## src/design/stereo_smoothed_predelay_dc_block_assert.svh

```systemverilog
// ----------------------------------------------------------------------------
// Assertion macros for the stereo pre-delay DC block
// Clocked property wrappers used by the design files; all disable in reset.
// ----------------------------------------------------------------------------
`ifndef STEREO_SMOOTHED_PREDELAY_DC_BLOCK_ASSERT_SVH
`define STEREO_SMOOTHED_PREDELAY_DC_BLOCK_ASSERT_SVH

// Same-cycle implication.
`define SSPDC_ASSERT_IMPL(label, cond, conseq, msg) \
	label: assert property (@(posedge clk) disable iff (!arst_n) (cond) |-> (conseq)) \
		else $error(msg);

// Next-cycle implication.
`define SSPDC_ASSERT_NEXT(label, cond, conseq, msg) \
	label: assert property (@(posedge clk) disable iff (!arst_n) (cond) |=> (conseq)) \
		else $error(msg);

`endif

```

## src/design/sspdc_pkg.sv

```systemverilog
// ----------------------------------------------------------------------------
// sspdc_pkg
// Shared constants and types of the stereo pre-delay with DC blocking.
// ----------------------------------------------------------------------------
`default_nettype none

package sspdc_pkg;

	localparam int STORE_DEPTH       = 16384;
	localparam int MAX_DELAY_SAMPLES = 12000;

	localparam int AW     = $clog2(STORE_DEPTH);
	localparam int FW     = 16;
	localparam int SW     = 24;
	localparam int YW     = 32;
	localparam int KW     = 16;
	localparam int DKW    = 24;
	localparam int MW     = $clog2(MAX_DELAY_SAMPLES + 1);
	localparam int DLY_W  = $clog2(MAX_DELAY_SAMPLES + 2) + FW;
	localparam int POS_W  = AW + FW;
	localparam int CMP_W  = ((DLY_W > POS_W) ? DLY_W : POS_W) + 1;

	localparam int AMOUNT_W  = 16;
	localparam int PDATA_W   = 32;
	localparam int PADDR_W   = 3;
	localparam int REG_IDX_W = PADDR_W - 2;
	localparam logic [REG_IDX_W-1:0] REG_DELAY_AMOUNT = REG_IDX_W'(0);

	localparam logic [KW-1:0]    SMOOTH_K  = 16'd41943;
	localparam logic [DKW-1:0]   DC_K      = 24'd16752050;
	localparam logic [MW-1:0]    MAX_DLY   = MW'(MAX_DELAY_SAMPLES);
	localparam logic [DLY_W-1:0] ONE_Q16   = DLY_W'(64'd1 << FW);
	localparam logic [POS_W-1:0] DLY_HI    = POS_W'(64'(STORE_DEPTH - 2) << FW);
	localparam logic [POS_W:0]   WRAP_POS  = (POS_W + 1)'(64'(STORE_DEPTH) << FW);
	localparam logic [AW-1:0]    LAST_ADDR = AW'(STORE_DEPTH - 1);

	typedef struct packed {
		logic [AW-1:0] addr0;
		logic [AW-1:0] addr1;
		logic [FW-1:0] frac;
		logic          ok0;
		logic          ok1;
	} sspdc_tap_t;

	typedef struct packed {
		logic          wr_en;
		logic [AW-1:0] wr_addr;
		logic          rd_en;
		logic          mul_en;
		logic          interp_en;
		logic          out_en;
	} sspdc_lane_ctl_t;

endpackage

`default_nettype wire

```

## src/design/sspdc_ctrl.sv

```systemverilog
// ----------------------------------------------------------------------------
// sspdc_ctrl
// Delay target, one-pole delay smoothing, write pointer and read tap addresses.
// ----------------------------------------------------------------------------
`default_nettype none

module sspdc_ctrl import sspdc_pkg::*; (
	input  logic                clk,
	input  logic                arst_n,
	input  logic [AMOUNT_W-1:0] delay_amount,
	input  logic                start,
	input  logic                addr_en,
	input  logic                advance,
	output logic [AW-1:0]       write_addr,
	output sspdc_tap_t          tap
);

	localparam int PW    = DLY_W + KW + 2;
	localparam int SM_SH = 24;
	localparam logic signed [PW-1:0] SM_RND = PW'(64'sd8388608);

	logic [2*AMOUNT_W-1:0]    sq_q;
	logic [2*AMOUNT_W+MW-1:0] scaled;
	logic [DLY_W-1:0]         tgt_q;
	logic [DLY_W-1:0]         smooth_q;
	logic signed [DLY_W:0]    diff;
	logic signed [PW-1:0]     dprod_q;
	logic signed [PW-1:0]     dsum;
	logic signed [PW-1:0]     snext;
	logic [AW-1:0]            wp_q;
	logic                     wrapped_q;
	logic [CMP_W-1:0]         sm_ext;
	logic [POS_W-1:0]         dly_c;
	logic [POS_W:0]           rp_raw;
	logic [POS_W:0]           rp_wrap;
	logic [POS_W-1:0]         pos;
	logic [AW-1:0]            i0;
	logic [AW-1:0]            i1;
	sspdc_tap_t               tap_q;

	// The target and the smoothing product are recomputed every cycle; the
	// top level holds off requests until they have settled after a write.
	assign scaled = sq_q * MAX_DLY;
	assign diff   = $signed({1'b0, tgt_q}) - $signed({1'b0, smooth_q});

	always_ff @(posedge clk) begin
		sq_q    <= delay_amount * delay_amount;
		tgt_q   <= ONE_Q16 + DLY_W'(scaled >> FW);
		dprod_q <= diff * $signed({1'b0, SMOOTH_K});
	end

	assign dsum  = dprod_q + SM_RND;
	assign snext = $signed({{(PW-DLY_W){1'b0}}, smooth_q}) + (dsum >>> SM_SH);

	always_ff @(posedge clk or negedge arst_n) begin
		if (!arst_n) begin
			smooth_q  <= ONE_Q16;
			wp_q      <= '0;
			wrapped_q <= 1'b0;
		end else begin
			if (start) begin
				smooth_q <= snext[DLY_W-1:0];
			end
			if (advance) begin
				if (wp_q == LAST_ADDR) begin
					wp_q      <= '0;
					wrapped_q <= 1'b1;
				end else begin
					wp_q <= wp_q + 1'b1;
				end
			end
		end
	end

	// Clamp the delay for the read only; the smoothing state is left alone.
	assign sm_ext = CMP_W'(smooth_q);

	always_comb begin
		if (sm_ext < CMP_W'(ONE_Q16)) begin
			dly_c = POS_W'(ONE_Q16);
		end else if (sm_ext > CMP_W'(DLY_HI)) begin
			dly_c = DLY_HI;
		end else begin
			dly_c = POS_W'(smooth_q);
		end
	end

	assign rp_raw  = {1'b0, wp_q, {FW{1'b0}}} - {1'b0, dly_c};
	assign rp_wrap = rp_raw[POS_W] ? (rp_raw + WRAP_POS) : rp_raw;
	assign pos     = rp_wrap[POS_W-1:0];
	assign i0      = pos[POS_W-1:FW];
	assign i1      = (i0 == LAST_ADDR) ? '0 : i0 + 1'b1;

	// Entries are written in address order from reset, so an entry past the
	// write pointer before the first wrap is unwritten and is masked to zero.
	always_ff @(posedge clk) begin
		if (addr_en) begin
			tap_q.addr0 <= i0;
			tap_q.addr1 <= i1;
			tap_q.frac  <= pos[FW-1:0];
			tap_q.ok0   <= wrapped_q || (i0 <= wp_q);
			tap_q.ok1   <= wrapped_q || (i1 <= wp_q);
		end
	end

	assign write_addr = wp_q;
	assign tap        = tap_q;

endmodule

`default_nettype wire

```

## config.mk

```make
export PLATFORM = sky130hd
export DESIGN_NAME = sspdc_ctrl
export DESIGN_NICKNAME = d
export VERILOG_FILES = /design/src/design/stereo_smoothed_predelay_dc_block_assert.svh /design/src/design/sspdc_pkg.sv /design/src/design/sspdc_ctrl.sv
export SDC_FILE = /design/constraint.sdc
export NUM_CORES = 2
export LEC_CHECK = 0
export BUFFER_PORTS_ARGS = -buffer_cell sky130_fd_sc_hd__buf_2
export CORE_ASPECT_RATIO = 2
export CORE_MARGIN = 1
export CORE_UTILIZATION = 45
export DETAILED_ROUTE_END_ITERATION = 16
export SYNTH_ARGS = -nofsm -noshare
export SYNTH_HDL_FRONTEND = slang
export SYNTH_SLANG_ARGS = --single-unit
```

## constraint.sdc

```tcl
create_clock -name clk -period 9.2 [get_ports clk]
set_input_delay 0.46 -clock clk [delete_from_list [all_inputs] [get_ports clk]]
set_output_delay 0.46 -clock clk [all_outputs]
set_load 0.01 [all_outputs]
```

## Word level (Yosys, flattened, before mapping)

Cells that the tools add are included.

| word-level totals | value |
|---|---|
| bits of input ports | 21 |
| output and inout bits | 60 |
| bits in registers | 201 |
| word-level logic and storage cells | 36 |

| operators by class | value |
|---|---|
| muxes and demuxes | 5 |
| multiply operators | 3 |
| magnitude comparators | 4 |
| add/sub/neg operators | 8 |
| eq/ne operators | 2 |
| reductions and logical operators | 3 |

Operators with widths:

| kind | count |
|---|---|
| 30-bit 2-to-1 mux | 3 |
| 30-bit by 30-bit subtractor with 31-bit output | 2 |
| 48-bit by 25-bit adder with 48-bit output, second input constant | 1 |
| 31-bit by 17-bit multiplier with 48-bit output, second input constant | 1 |
| 32-bit by 9-bit multiplier with 41-bit output, second input constant | 1 |
| 16-bit by 16-bit multiplier with 32-bit output | 1 |
| 17-bit by 30-bit adder with 30-bit output, first input constant | 1 |
| 30-bit by 1-bit adder with 30-bit output, second input constant | 1 |
| 30-bit by 24-bit adder with 30-bit output | 1 |
| 30-bit greater-than comparator, second input constant | 1 |
| 30-bit by 17-bit less-than comparator with 1-bit output, second input constant | 1 |
| 14-bit by 1-bit adder with 14-bit output, second input constant | 2 |
| 14-bit == test, second input constant | 2 |
| 14-bit <= comparator | 2 |
| 14-bit 2-to-1 mux | 2 |
| 1-bit logical OR | 2 |
| 2-bit AND reduction | 1 |

## Longest topological paths before layout

| logic depth | value |
|---|---|
| word-level depth | 10 |
| depth in mapped cells | 35 |
| gate-level depth less buffers | 35 |

## Worst setup path before layout

OpenSTA, ideal clock, no wires.

| timing | value |
|---|---|
| path type | register -> register |
| start | register smooth_q[0] |
| end | register dprod_q[47] |
| arrival time | 8.331 ns |
| library setup time | 0.122 ns |
| setup slack | 0.747 ns |
| data required time | 9.078 ns |
| cell stages (with the launch flop) | 34 |
| period minus slack after synthesis | 8.453 ns |
| path buffers | 0 |
| cell sequence | dfrtp_1 > ha_1 > inv_1 > fa_1 > a211oi_1 > o21ai_1 > a31o_2 > a21oi_2 > a311oi_4 > o31ai_2 > a21oi_2 > mux2i_1 > a2111o_1 > ha_1 > inv_1 > fa_1 > fa_1 > inv_1 > fa_1 > fa_1 > inv_1 > fa_1 > inv_1 > ha_1 > a21o_1 > a21o_1 > a21o_1 > nand2_1 > o21ai_0 > a211oi_2 > o21ai_1 > o41ai_4 > or4b_1 > o311a_1 |

| between the ends | value |
|---|---|
| word-level cells in the longest chain between the ends | 2 |

RTL lines:

| item | RTL line | source |
|---|---|---|
| start, declared | sspdc_ctrl.sv:25 | `logic [DLY_W-1:0] smooth_q;` |
| start signal, assigned | sspdc_ctrl.sv:62 | `smooth_q <= snext[DLY_W-1:0];` |
| 30-bit by 30-bit subtractor with 31-bit output | sspdc_ctrl.sv:44 | `assign diff = $signed({1'b0, tgt_q}) - $signed({1'b0, smooth_q});` |
| 31-bit by 17-bit multiplier with 48-bit output | sspdc_ctrl.sv:49 | `dprod_q <= diff * $signed({1'b0, SMOOTH_K});` |
| end signal, assigned | sspdc_ctrl.sv:49 |  |
| end, declared | sspdc_ctrl.sv:27 | `logic signed [PW-1:0] dprod_q;` |

Every way passes these cells.
A chain may end at the register's enable or synchronous reset.

## Worst setup path after layout

| timing | value |
|---|---|
| start | register smooth_q[6] |
| end | register dprod_q[47] |

Same word-level chain as after synthesis.

==> results by group <==
Timing
  • Final WS setup: 0.341 ns
  • Setup TNS: 0 ns
  • Final Skew: between 0.015 and 0.02 ns
  • Least-Margin Pin Slew: ~1.1 ns
  • F_max: 113 MHz
  • Slew Viols, Final: 0
  • Setup violations, final: 0
  • Rel. slew slack: 23.6%
  • Minimum clock period: 8.86 ns
  • Final period util: 96.3%
  • WHS: 0.109 ns
  • Hold Vio Cnt, Final: 0

Synth
  • Syn Area/Cell: ~9.6 µm²
  • Synth top area share: roughly 32%
  • Netlist Area Pre-Place: between 30000 and 40000 µm²
  • Post-synth EDFFs: 46
  • Register area share after synthesis: 12.7%
  • Post-synthesis async set-or-reset flop share: 25.4%
  • Commonest cells in the netlist: 856 x inv_1, 537 x fa_1, 483 x ha_1
  • Largest area contributor in the netlist: fa_1
  • Most frequent cell after synthesis: inv_1
  • Synth cell types: 103
  • Cells after Synth: 3472
  • Yosys warnings: 0
  • Seq cells post-synth: about 180
  • Ys flop type: dfxtp_1
  • Largest cells by area after synthesis: fa_1 32%, ha_1 18%, inv_1 9.7%, dfxtp_1 5.2%, edfxtp_1 4.2%

Layout
  • Fill cell count: 6955
  • Final instance area: 35500 µm²
  • Layout Nets: 4613
  • Diode count: 0
  • Multi-input gate area: 25600 µm²
  • Synthesis-to-layout area growth: 6.95%
  • Layout cells sized above 1: 6.30%
  • Register area: 4230 µm²

Place
  • RD Place Congestion: roughly 0.95
  • Hpwl dp: 73.1 mm
  • Placed inst area: 34900 µm²
  • Input/output buffers: 80
  • Post-Place Setup Slack: 0.204 ns

GRT
  • Initial antenna violation count: 0
  • GRT met2 Usage: a little under half
  • Vias in the first global route: 25900
  • Met3 usage: 1.55%
  • Met1 GRT Util: 19.7%
  • Largest net degree at the start of global routing: 61
  • Grt peak-use layer: met2
  • Total global routing overflow: 0
  • Gr usage total: between 20% and 30%
  • First-pass GRT wire length: 132 mm

Clocking
  • Inserted Clock Buffers: 17
  • CTS Root Cell: clkbuf_16
  • CTS tree: yes
  • H-tree depth: 4
  • Max Root-Sink Buffers: 2
  • Clock sinks: 177
  • Clock-pin slew on the worst setup and hold paths: 0.08 ns
  • Clock latency on the worst-skew pair: 0.46 ns

Die
  • # rows: 140
  • Die W: 194 µm
  • I/O pins: 81
  • Die Y-Extent: 386 µm
  • Die area: around 75000 µm²
  • Core ar.: 72900 µm²
  • Initial Utilization: a little under half

Hold path
  • Min-Delay Path Class: in -> async

Route
  • Via/cell ratio: 5.20
  • Drt pass-1 iters: 5
  • DR WL/cell: 18.1 µm
  • DR vias: roughly 23000
  • Routed WL: 81.4 mm
  • Final ANT Viol Nets: 0
  • DRT iter0 DRCs: 603
  • DRC viols: 0

Critical path
  • Reg2Reg Setup Slack: roughly 0.34 ns
  • R2r worst-path depth: 32
  • Critical path arrival: 9.20 ns
  • Startpoint Class: flop
  • Crit-path max FO: 7
  • Crit path required time: 9.54 ns
  • Crit path capture type: flop
  • Worst path slowest cell: fa_1
  • Critical path class: reg -> reg
  • CP max stage delay: 0.54 ns
  • Critical R2R Launch: smooth_q[6]$_DFFE_PN0P_
  • Delay-heaviest family, CP: compound AO/OA/AOI/OAI gates
  • RR Endpoint: dprod_q[47]$_DFF_P_
  • Buf/Inv on CP: 5

Flow run
  • Maxcap violations: 0

Run status
  • Outcome: complete, no violations
cell type report:
class | count | share of cell area (%)
well taps | 923 | 3.25
multi-input cells | 2396 | 72.2
clock inverters | 14 | 0.373
inverters | 857 | 9.05
clock buffers | 18 | 1.21
repair buffers | 123 | 2.04
flip-flops and latches | 177 | 11.9
worst reg2reg max path, delay by kind of cell (launching register included):
family                     cells  cell delay [ns]
DFF                            1             0.43
AOI/OAI and AO/OA             16             3.70
and+or+nand+nor                2             0.55
adders and majority gates      8             3.57
muxes                          1             0.14
buffers and inverters          5             0.36
cells by family after synthesis:
| family | Yosys count | synth area share [%] |
|---|---|---|
| other | 2 | 0.0226 |
| buffers and inverters | 900 | 10.2 |
| and+or+nand+nor | 666 | 10.1 |
| muxes | 15 | 0.467 |
| DFF | 177 | 12.7 |
| adders and majority gates | 1020 | 50.6 |
| AOI/OAI and AO/OA | 458 | 9.51 |
| xor gates and xnor gates | 234 | 6.36 |
layout by cell type, fill, tap and decap left out, drive strengths merged, types with 77 or more instances in the layout:
cell type  count
nor2         153
fa           537
o21ai         94
a21oi        109
ha           483
xor2          77
nand2        164
and2          79
inv          866
xnor2        156
dfxtp         86
buf          123
registers in the layout, indices dropped and copies added (netlist names):
name and count:
smooth_q 30, wrapped_q 1, tap 46, write_addr 14, tgt_q 30, sq_q 31
dprod_q 25
how the worst max path moves through the flow:
stage                     depth (start not counted)                startpoint                  end  slack, ns
after global routing                             33  smooth_q[10]$_DFFE_PN0P_  dprod_q[47]$_DFF_P_      -0.04
after global placement                           34          tgt_q[0]$_DFF_P_  dprod_q[47]$_DFF_P_       0.35
after CTS                                        32   smooth_q[6]$_DFFE_PN0P_  dprod_q[47]$_DFF_P_       0.14
final                                            32   smooth_q[6]$_DFFE_PN0P_  dprod_q[47]$_DFF_P_       0.34
after detailed placement                         32   smooth_q[6]$_DFFE_PN0P_  dprod_q[47]$_DFF_P_       0.20
after floorplan                                  33   smooth_q[0]$_DFFE_PN0P_  dprod_q[47]$_DFF_P_       0.75
metal layers:
| metal | wire length, µm | vias to the layer above |
|---|---|---|
| met5 | 0 | - |
| li1 | - | 11300 |
| met4 | 6680 | 0 |
| met3 | 1330 | 257 |
| met2 | 47200 | 425 |
| met1 | 26100 | 11500 |
timing repair:
item | CTS | global route
hold buffers | 0 | 0
buffers inserted | 0 | 4
gates resized for setup | 0 | 10
setup endpoints to repair | 0 | 4
stage by stage:
stage          cells  util, %
5_1_grt         4508     48.8
2_1_floorplan   3473        -
3_3_place_gp    4472     47.9
4_1_cts         4504     48.7
6_report        4508     48.8
3_5_place_dp    4472     47.9
Power is left out: the tool's default activity adds up to more than one toggle a clock period on the data nets, which glitch-free logic cannot reach.
